File: src/hw/rtl/bitmap_slot_allocator_defines.svh
// assertion macros for the bitmap slot allocator
`ifndef BITMAP_SLOT_ALLOCATOR_DEFINES_SVH
`define BITMAP_SLOT_ALLOCATOR_DEFINES_SVH

// same-cycle implication, checked on every rising clock edge outside reset
`define BSA_ASSERT_NOW(label, ante, cons) \
  label: assert property (@(posedge clk) disable iff (rst) (ante) |-> (cons)) \
    else $error("bitmap slot allocator: same-cycle check failed");

// next-cycle implication, checked on every rising clock edge outside reset
`define BSA_ASSERT_NEXT(label, ante, cons) \
  label: assert property (@(posedge clk) disable iff (rst) (ante) |=> (cons)) \
    else $error("bitmap slot allocator: next-cycle check failed");

`endif

File: src/hw/rtl/bsa_pkg.sv
// shared constants for the bitmap slot allocator
`timescale 1ns / 1ps
`default_nettype none

package bsa_pkg;

  // default geometry of the free map
  localparam int MAX_WORDS_DEF = 8;
  localparam int WORD_BITS_DEF = 64;

  // payload field widths
  localparam int OP_W     = 1;
  localparam int IDX_W    = 9;
  localparam int STATUS_W = 2;
  localparam int CFG_W    = 4;

  // pool size after reset
  localparam logic [CFG_W-1:0] POOL_RESET = 4'd1;

  // request operations
  localparam logic [OP_W-1:0] OP_ALLOC = 1'b0;
  localparam logic [OP_W-1:0] OP_FREE  = 1'b1;

  // response status codes
  localparam logic [STATUS_W-1:0] ST_DONE  = 2'd0;
  localparam logic [STATUS_W-1:0] ST_EMPTY = 2'd1;
  localparam logic [STATUS_W-1:0] ST_RANGE = 2'd2;

endpackage

`default_nettype wire

File: src/hw/rtl/bsa_if.sv
// request and response channel interfaces for the bitmap slot allocator
`timescale 1ns / 1ps
`default_nettype none

interface bsa_req_if;
  logic                       valid;
  logic                       ready;
  logic [bsa_pkg::OP_W-1:0]   operation;
  logic [bsa_pkg::IDX_W-1:0]  slot_index;

  modport source (output valid, output operation, output slot_index, input ready);
  modport sink   (input valid, input operation, input slot_index, output ready);
endinterface

interface bsa_rsp_if;
  logic                         valid;
  logic                         ready;
  logic [bsa_pkg::STATUS_W-1:0] status;
  logic [bsa_pkg::IDX_W-1:0]    granted_index;

  modport source (output valid, output status, output granted_index, input ready);
  modport sink   (input valid, input status, input granted_index, output ready);
endinterface

`default_nettype wire

File: src/hw/rtl/bitmap_slot_allocator.sv
// bitmap slot allocator: free map, request register and response register
//
//   channel  dir  handshake      payload
//   req      in   valid/ready    operation, slot_index
//   rsp      out  valid/ready    status, granted_index
//   cfg      in   cfg_wr_en      cfg_wr_data (pool_words)
//
// one request per cycle unless rsp stalls; each passes both registers
// the free map update and the response are written at the same edge, so
// the next request sees the map as left by the previous one
// a stalled rsp holds the request register; req.ready drops once both fill
// synchronous reset sets every free map bit and the pool size to one word
`timescale 1ns / 1ps
`default_nettype none
`include "bitmap_slot_allocator_defines.svh"

module bitmap_slot_allocator #(
  parameter int MAX_WORDS = bsa_pkg::MAX_WORDS_DEF,
  parameter int WORD_BITS = bsa_pkg::WORD_BITS_DEF
) (
  input  wire logic                      clk,
  input  wire logic                      rst,
  input  wire logic                      cfg_wr_en,
  input  wire logic [bsa_pkg::CFG_W-1:0] cfg_wr_data,
  bsa_req_if.sink                        req,
  bsa_rsp_if.source                      rsp
);

  localparam int BIW   = (WORD_BITS > 1) ? $clog2(WORD_BITS) : 1;
  localparam int SW    = $clog2(MAX_WORDS * WORD_BITS + 1);
  localparam int CW    = (SW > bsa_pkg::IDX_W + 1) ? SW : bsa_pkg::IDX_W + 1;

  // state
  logic [WORD_BITS-1:0]          free_map      [MAX_WORDS];
  logic [WORD_BITS-1:0]          free_map_next [MAX_WORDS];
  logic [bsa_pkg::CFG_W-1:0]     pool_words;

  // request register
  logic                          in_valid;
  logic [bsa_pkg::OP_W-1:0]      in_op;
  logic [bsa_pkg::IDX_W-1:0]     in_slot;

  // response register
  logic                          out_valid;
  logic [bsa_pkg::STATUS_W-1:0]  out_status;
  logic [bsa_pkg::IDX_W-1:0]     out_granted;
  logic [bsa_pkg::STATUS_W-1:0]  out_status_next;
  logic [bsa_pkg::IDX_W-1:0]     out_granted_next;

  // lookup signals
  logic                          advance;
  logic [MAX_WORDS-1:0]          active;
  logic [MAX_WORDS-1:0]          avail;
  logic [MAX_WORDS-1:0]          hit;
  logic [MAX_WORDS-1:0]          word_oh;
  logic [WORD_BITS-1:0]          set_mask [MAX_WORDS];
  logic [WORD_BITS-1:0]          sel_word;
  logic [WORD_BITS-1:0]          bit_oh;
  logic [BIW-1:0]                bit_idx;
  logic [CW-1:0]                 grant_base;
  logic [CW-1:0]                 grant_full;
  logic                          any_avail;
  logic                          any_hit;

  // handshake
  assign advance   = in_valid && (!out_valid || rsp.ready);
  assign req.ready = !in_valid || advance;

  assign rsp.valid         = out_valid;
  assign rsp.status        = out_status;
  assign rsp.granted_index = out_granted;

  // per-word pool membership, free-index decode and availability
  always_comb begin
    logic [CW-1:0] base;
    logic [CW-1:0] ofs;
    for (int w = 0; w < MAX_WORDS; w++) begin
      base        = CW'(w * WORD_BITS);
      ofs         = CW'(in_slot) - base;
      active[w]   = (w == 0) || (32'(pool_words) > 32'(w));
      hit[w]      = active[w] && (CW'(in_slot) >= base)
                    && (CW'(in_slot) < base + CW'(WORD_BITS));
      set_mask[w] = hit[w] ? ({{(WORD_BITS-1){1'b0}}, 1'b1} << ofs[BIW-1:0])
                           : '0;
      avail[w]    = active[w] && (|free_map[w]);
    end
  end

  assign any_avail = |avail;
  assign any_hit   = |hit;

  // lowest word with a free slot, then lowest free bit inside it
  assign word_oh = avail & (~avail + MAX_WORDS'(1));

  always_comb begin
    sel_word   = '0;
    grant_base = '0;
    for (int w = 0; w < MAX_WORDS; w++) begin
      if (word_oh[w]) begin
        sel_word   = sel_word | free_map[w];
        grant_base = grant_base | CW'(w * WORD_BITS);
      end
    end
  end

  assign bit_oh = sel_word & (~sel_word + WORD_BITS'(1));

  always_comb begin
    bit_idx = '0;
    for (int b = 0; b < WORD_BITS; b++) begin
      if (bit_oh[b]) begin
        bit_idx = bit_idx | BIW'(b);
      end
    end
  end

  assign grant_full = grant_base + CW'(bit_idx);

  // response fields and free map update
  always_comb begin
    out_status_next  = bsa_pkg::ST_DONE;
    out_granted_next = '0;
    for (int w = 0; w < MAX_WORDS; w++) begin
      free_map_next[w] = free_map[w];
    end
    if (in_op == bsa_pkg::OP_ALLOC) begin
      if (any_avail) begin
        out_granted_next = grant_full[bsa_pkg::IDX_W-1:0];
        for (int w = 0; w < MAX_WORDS; w++) begin
          if (word_oh[w]) begin
            free_map_next[w] = free_map[w] & ~bit_oh;
          end
        end
      end else begin
        out_status_next = bsa_pkg::ST_EMPTY;
      end
    end else begin
      if (any_hit) begin
        for (int w = 0; w < MAX_WORDS; w++) begin
          free_map_next[w] = free_map[w] | set_mask[w];
        end
      end else begin
        out_status_next = bsa_pkg::ST_RANGE;
      end
    end
  end

  // pool size register
  always_ff @(posedge clk) begin
    if (rst) begin
      pool_words <= bsa_pkg::POOL_RESET;
    end else if (cfg_wr_en) begin
      pool_words <= cfg_wr_data;
    end
  end

  // free map
  always_ff @(posedge clk) begin
    if (rst) begin
      for (int w = 0; w < MAX_WORDS; w++) begin
        free_map[w] <= '1;
      end
    end else if (advance) begin
      for (int w = 0; w < MAX_WORDS; w++) begin
        free_map[w] <= free_map_next[w];
      end
    end
  end

  // request register control
  always_ff @(posedge clk) begin
    if (rst) begin
      in_valid <= 1'b0;
    end else if (req.valid && req.ready) begin
      in_valid <= 1'b1;
    end else if (advance) begin
      in_valid <= 1'b0;
    end
  end

  // request register payload
  always_ff @(posedge clk) begin
    if (req.valid && req.ready) begin
      in_op   <= req.operation;
      in_slot <= req.slot_index;
    end
  end

  // response register control
  always_ff @(posedge clk) begin
    if (rst) begin
      out_valid <= 1'b0;
    end else if (advance) begin
      out_valid <= 1'b1;
    end else if (rsp.ready) begin
      out_valid <= 1'b0;
    end
  end

  // response register payload
  always_ff @(posedge clk) begin
    if (advance) begin
      out_status  <= out_status_next;
      out_granted <= out_granted_next;
    end
  end

  // checks
  `BSA_ASSERT_NOW(a_empty_no_grant, out_valid && out_status != bsa_pkg::ST_DONE, out_granted == '0)
  `BSA_ASSERT_NEXT(a_alloc_granted, advance && in_op == bsa_pkg::OP_ALLOC && any_avail, out_valid && out_status == bsa_pkg::ST_DONE)
  `BSA_ASSERT_NEXT(a_request_held, in_valid && !advance, in_valid && $stable(in_slot) && $stable(in_op))

endmodule

`default_nettype wire
File: src/flat_wrapper.sv
// flat-port wrapper written by rule: the top's interface ports become plain ports
module bitmap_slot_allocator_flat 
#(
  parameter int MAX_WORDS = bsa_pkg::MAX_WORDS_DEF,
  parameter int WORD_BITS = bsa_pkg::WORD_BITS_DEF
)
  (clk, rst, cfg_wr_en, cfg_wr_data, req_valid, req_operation, req_slot_index, req_ready, rsp_valid, rsp_status, rsp_granted_index, rsp_ready);
  bsa_req_if req_i ();
  bsa_rsp_if rsp_i ();
  input  wire logic clk;
  input  wire logic rst;
  input  wire logic cfg_wr_en;
  input  wire logic [bsa_pkg::CFG_W-1:0] cfg_wr_data;
  input wire logic [$bits(req_i.valid)-1:0] req_valid;
  input wire logic [$bits(req_i.operation)-1:0] req_operation;
  input wire logic [$bits(req_i.slot_index)-1:0] req_slot_index;
  output wire logic [$bits(req_i.ready)-1:0] req_ready;
  output wire logic [$bits(rsp_i.valid)-1:0] rsp_valid;
  output wire logic [$bits(rsp_i.status)-1:0] rsp_status;
  output wire logic [$bits(rsp_i.granted_index)-1:0] rsp_granted_index;
  input wire logic [$bits(rsp_i.ready)-1:0] rsp_ready;
  assign req_i.valid = req_valid;
  assign req_i.operation = req_operation;
  assign req_i.slot_index = req_slot_index;
  assign req_ready = req_i.ready;
  assign rsp_valid = rsp_i.valid;
  assign rsp_status = rsp_i.status;
  assign rsp_granted_index = rsp_i.granted_index;
  assign rsp_i.ready = rsp_ready;
  bitmap_slot_allocator #(.MAX_WORDS(MAX_WORDS), .WORD_BITS(WORD_BITS)) u_core (.clk(clk), .rst(rst), .cfg_wr_en(cfg_wr_en), .cfg_wr_data(cfg_wr_data), .req(req_i), .rsp(rsp_i));
endmodule
File: config.mk
export PLATFORM = sky130hd
export DESIGN_NAME = bitmap_slot_allocator_flat
export DESIGN_NICKNAME = d
export VERILOG_FILES = /design/src/hw/rtl/bsa_pkg.sv /design/src/hw/rtl/bsa_if.sv /design/src/hw/rtl/bitmap_slot_allocator.sv /design/src/flat_wrapper.sv
export VERILOG_INCLUDE_DIRS = /design/src /design/src/hw/rtl
export SDC_FILE = /design/constraint.sdc
export NUM_CORES = 1
export LEC_CHECK = 0
export BUFFER_PORTS_ARGS = -buffer_cell sky130_fd_sc_hd__buf_2
export CAP_MARGIN = 15
export CORE_MARGIN = 2
export CORE_UTILIZATION = 25
export CTS_CLUSTER_DIAMETER = 80
export DETAILED_ROUTE_END_ITERATION = 10
export HOLD_SLACK_MARGIN = 0.06
export PLACE_DENSITY = 0.49
export SETUP_SLACK_MARGIN = 0.5
export SYNTH_ARGS = -nofsm -noshare
export SYNTH_HDL_FRONTEND = slang
export SYNTH_SLANG_ARGS = --single-unit
File: constraint.sdc
create_clock -name clk -period 8.7 [get_ports clk]
set_clock_uncertainty 0.15 [all_clocks]
set_input_delay 1.305 -clock clk [delete_from_list [all_inputs] [get_ports clk]]
set_output_delay 1.305 -clock clk [all_outputs]
set_load 0.005 [all_outputs]
==> results by group <==
Global routing
  • Largest net degree at the start of global routing: 142
  • Vias in the first global route: 30,700
  • Global-route wire length before repair: 270,000 um
  • GR Util All Layers: 0.295
  • Initial antenna violation count: 13
  • Congestion Overflow GR: 0

Final layout
  • Final cell count without fillers: 5,209
  • # nets final: 3,507
  • Area Growth Syn to Fin: 15.4%
  • Layout cells sized above 1: 0.112

Floorplanning
  • Die width: 363 um
  • Initial core utilization: 0.252
  • Die Area: 0.132 mm^2
  • Core Box Area: 0.128 mm^2
  • # IOs: 32
  • Die Y: 363 um
  • Site Rows: 131

STA
  • Slew headroom: 0.124
  • Final Cycle Share: 0.955
  • Post-layout min period: 8.30 ns
  • Peak Freq: 120 MHz
  • Final setup TNS: 0 ns
  • RSZ-0062 raised after global routing: false
  • Final setup vio count: 0
  • Slew Limit Fails: 0
  • Worst-Margin Slew: 1.30 ns
  • Final Hold Violating Endpoints: 0

CTS
  • Post-cts sizing count: 0
  • Clk sink count: 539
  • Worst skew pair latency: 0.68 ns
  • Root Buffer: clkbuf_16
  • Setup bufs post-CTS: 0
  • Hold buffers post-CTS: 0
  • Clock tree buffer depth: 3
  • CTS H-Tree Depth: 3
  • CTS tree: yes
  • Worst-path clk slew: 0.06 ns
  • CTS Buf Count: 71

Worst setup path
  • R2R Path End: u_core.rsp.granted_index[4]$_SDFFCE_PP0P_
  • WP data arrival: 8.49 ns
  • Worst r2r src: u_core.free_map[0][82]$_SDFFCE_PN1P_
  • R2R setup slack: 0.40 ns
  • Critical path launch point type: register
  • Worst Path Class, Setup: register to register
  • Reg2Reg Depth: 16
  • CP required: 8.89 ns
  • CP Max Fanout: 13
  • Crit path capture type: register

Placement
  • Routability congestion estimate: 1.05
  • # placed instances: 5,075
  • Placed wire-length estimate: 140,000 um
  • # port buffers: 31

Hold path
  • Hold EP: u_core.rsp.valid$_SDFFE_PP0P_
  • Hold Crit Class: register to register
  • Hold path cells: 2
  • Hold_sp: u_core.in_valid$_SDFFE_PP0P_

Yosys
  • Syn avg cell area: 9.20 um^2
  • Post-Syn Nets: 3,515
  • Post-synth cell types: 90
  • Post-synth design cell area: 0.0322 mm^2
  • Syn Inst Count: 3,496
  • FF+latch count, synth: 539
  • Asr flop ratio synth: 0
  • Seq/Total Area, Yosys: 0.501
  • Ys flop type: edfxtp_1
  • Synth warn: 0
  • Post-synth EDFFs: 533

Route
  • Drt first-iter violations: 5,779
  • Drt drc: 0
  • Wire per inst: 38.3 um
  • Via Count: 33,500
  • Vias/cell: 6.43
  • Post-Route WL: 200,000 um
  • TritonRoute pass-1 iters: 6
  • Antenna Nets Post-Route: 0

Job
  • Max-cap violations: 0

Power and ir drop
  • Peak supply drop: 0.121 mV
  • Pwr Density: 176 mW/mm^2
  • P_leak: 11.1 nW
  • Design Power: 6.55 mW

Outcome
  • Status: complete, no violations
synth_stat cells (8+ instances only):
cell type  count  area share
o2bb2ai_1     27      0.0073
nor3_1        70       0.011
inv_1         99       0.012
o2111ai_1      9      0.0025
o21a_1        30      0.0070
or2_2         13      0.0025
nand3_1       62      0.0096
nor4_2         8      0.0031
a22o_1        31      0.0084
o22ai_1       80       0.016
o21ai_0      283       0.044
buf_2         29      0.0045
a211oi_1     127       0.030
a32o_1        24      0.0075
nor3b_1        9      0.0021
a221oi_1      47       0.013
nor4b_1        9      0.0025
nor2_1       527       0.061
o221ai_1      10      0.0027
nor2b_1       18      0.0035
a21oi_1      485       0.075
nor4_1       142       0.028
a221o_1       38       0.012
and2_1         9      0.0017
nand2b_1      15      0.0029
nand4_1       69       0.013
a2111oi_0      8      0.0022
mux2i_1       16      0.0050
edfxtp_1     533        0.50
buf_1         16      0.0019
buf_6          9      0.0031
clkbuf_1     213       0.025
nand2_1      218       0.025
or3_1         10      0.0019
o21ai_1       17      0.0026
a31oi_1       29      0.0056
and3_1         9      0.0017
worst max path at each step:
stage                                          start                                   endpoint  slack (ns)  depth (start not counted)
3_3_place_gp   u_core.free_map[0][106]$_SDFFCE_PN1P_  u_core.rsp.granted_index[0]$_SDFFCE_PP0P_        0.56                         14
5_1_grt         u_core.free_map[0][82]$_SDFFCE_PN1P_  u_core.rsp.granted_index[4]$_SDFFCE_PP0P_        0.54                         16
3_5_place_dp    u_core.free_map[0][77]$_SDFFCE_PN1P_  u_core.rsp.granted_index[0]$_SDFFCE_PP0P_        0.69                         15
6_report        u_core.free_map[0][82]$_SDFFCE_PN1P_  u_core.rsp.granted_index[4]$_SDFFCE_PP0P_        0.40                         16
4_1_cts         u_core.free_map[0][82]$_SDFFCE_PN1P_  u_core.rsp.granted_index[0]$_SDFFCE_PP0P_        0.67                         15
2_1_floorplan      u_core.pool_words[3]$_SDFFE_PP0P_      u_core.free_map[0][192]$_SDFFCE_PN1P_        2.35                         14
metal layers:
metal,global-route usage,wire length [um],share of wire,vias up
met3,0.0784,23300,0.12,619
met5,0,126,0.00063,-
met4,0.182,15300,0.077,18
met1,0.394,79300,0.40,16700
li1,-,-,-,13500
met2,0.421,81500,0.41,2647
metrics by stage:
stage | util | hold slack (ns) | cell area, um^2 | worst slack [ns]
after floorplan | - | 0.337 | 32200 | 2.35
after global placement | 0.272 | 0.373 | 34800 | 0.557
after detailed placement | 0.273 | 0.377 | 34800 | 0.689
after CTS | 0.290 | 0.382 | 37100 | 0.666
after global routing | 0.291 | 0.418 | 37100 | 0.543
final | 0.291 | 0.371 | 37100 | 0.396
cells by family after synthesis:
logic type      share of synthesized area
flops                               0.501
simple gates                        0.188
mux                               0.00498
buf+inv                            0.0469
compound gates                      0.259
registers in the layout, summed over array words and instances, names as in the netlist:
name and flops:
u_core.rsp.valid 1, u_core.pool_words 4, u_core.in_op 1, u_core.in_valid 1, u_core.rsp.granted_index 9, u_core.in_slot 9
u_core.rsp.status 2, u_core.free_map 512
report_power, final:
part / total, mW / switching, mW / leakage, nW / internal, mW
sequential: 2.93 / 0.0373 / 3.87 / 2.89
clock: 3.01 / 1.27 / 1.10 / 1.74
combinational: 0.608 / 0.478 / 6.14 / 0.129
worst max-delay path, stage by stage (launching register included):
cell and delay (ns):
edfxtp_1 0.44, nor4_1 1.01, nand4_1 0.40, or4_1 0.69, o21ai_2 0.74, nand3_1 0.78
buf_4 0.47, o221ai_1 0.46, a311oi_2 0.09, buf_4 0.18, nand3_1 0.37, nor3_4 0.16
buf_4 0.24, nand4_1 0.46, nand2_1 0.13, a2111oi_0 0.88, a41oi_1 0.29
layout by cell type (no fill, tap or decap), types with 13 or more instances in the layout:
cell type / synthesis / final
buf_4: 3 / 151
nor2_1: 527 / 513
clkbuf_16: 0 / 73
nand2_1: 218 / 214
o22ai_1: 80 / 80
o21ai_1: 17 / 16
nor4_1: 142 / 135
buf_2: 29 / 32
o21a_1: 30 / 30
nand2b_1: 15 / 15
o21ai_0: 283 / 283
a221o_1: 38 / 38
clkinv_1: 1 / 24
nor2_4: 2 / 13
a31oi_1: 29 / 29
nand4_1: 69 / 69
nor3_1: 70 / 64
edfxtp_1: 533 / 533
nor4_2: 8 / 13
mux2i_1: 16 / 16
inv_1: 99 / 99
o2bb2ai_1: 27 / 27
a32o_1: 24 / 24
a211oi_1: 127 / 126
a21oi_1: 485 / 481
a22o_1: 31 / 31
or2_2: 13 / 13
nand3_1: 62 / 61
a221oi_1: 47 / 47
nor2b_1: 18 / 18
layout make-up:
type	count	area, um^2
fill	13400	90600
sequential	539	16100
multi-input combinational	2586	14800
tap	1662	2080
clock buffer	83	1860
timing repair buffer	190	1430
clock inverter	44	404
inverter	100	375
antenna	5	12.5
No activity file was read; power rests on OpenSTA's default activity.
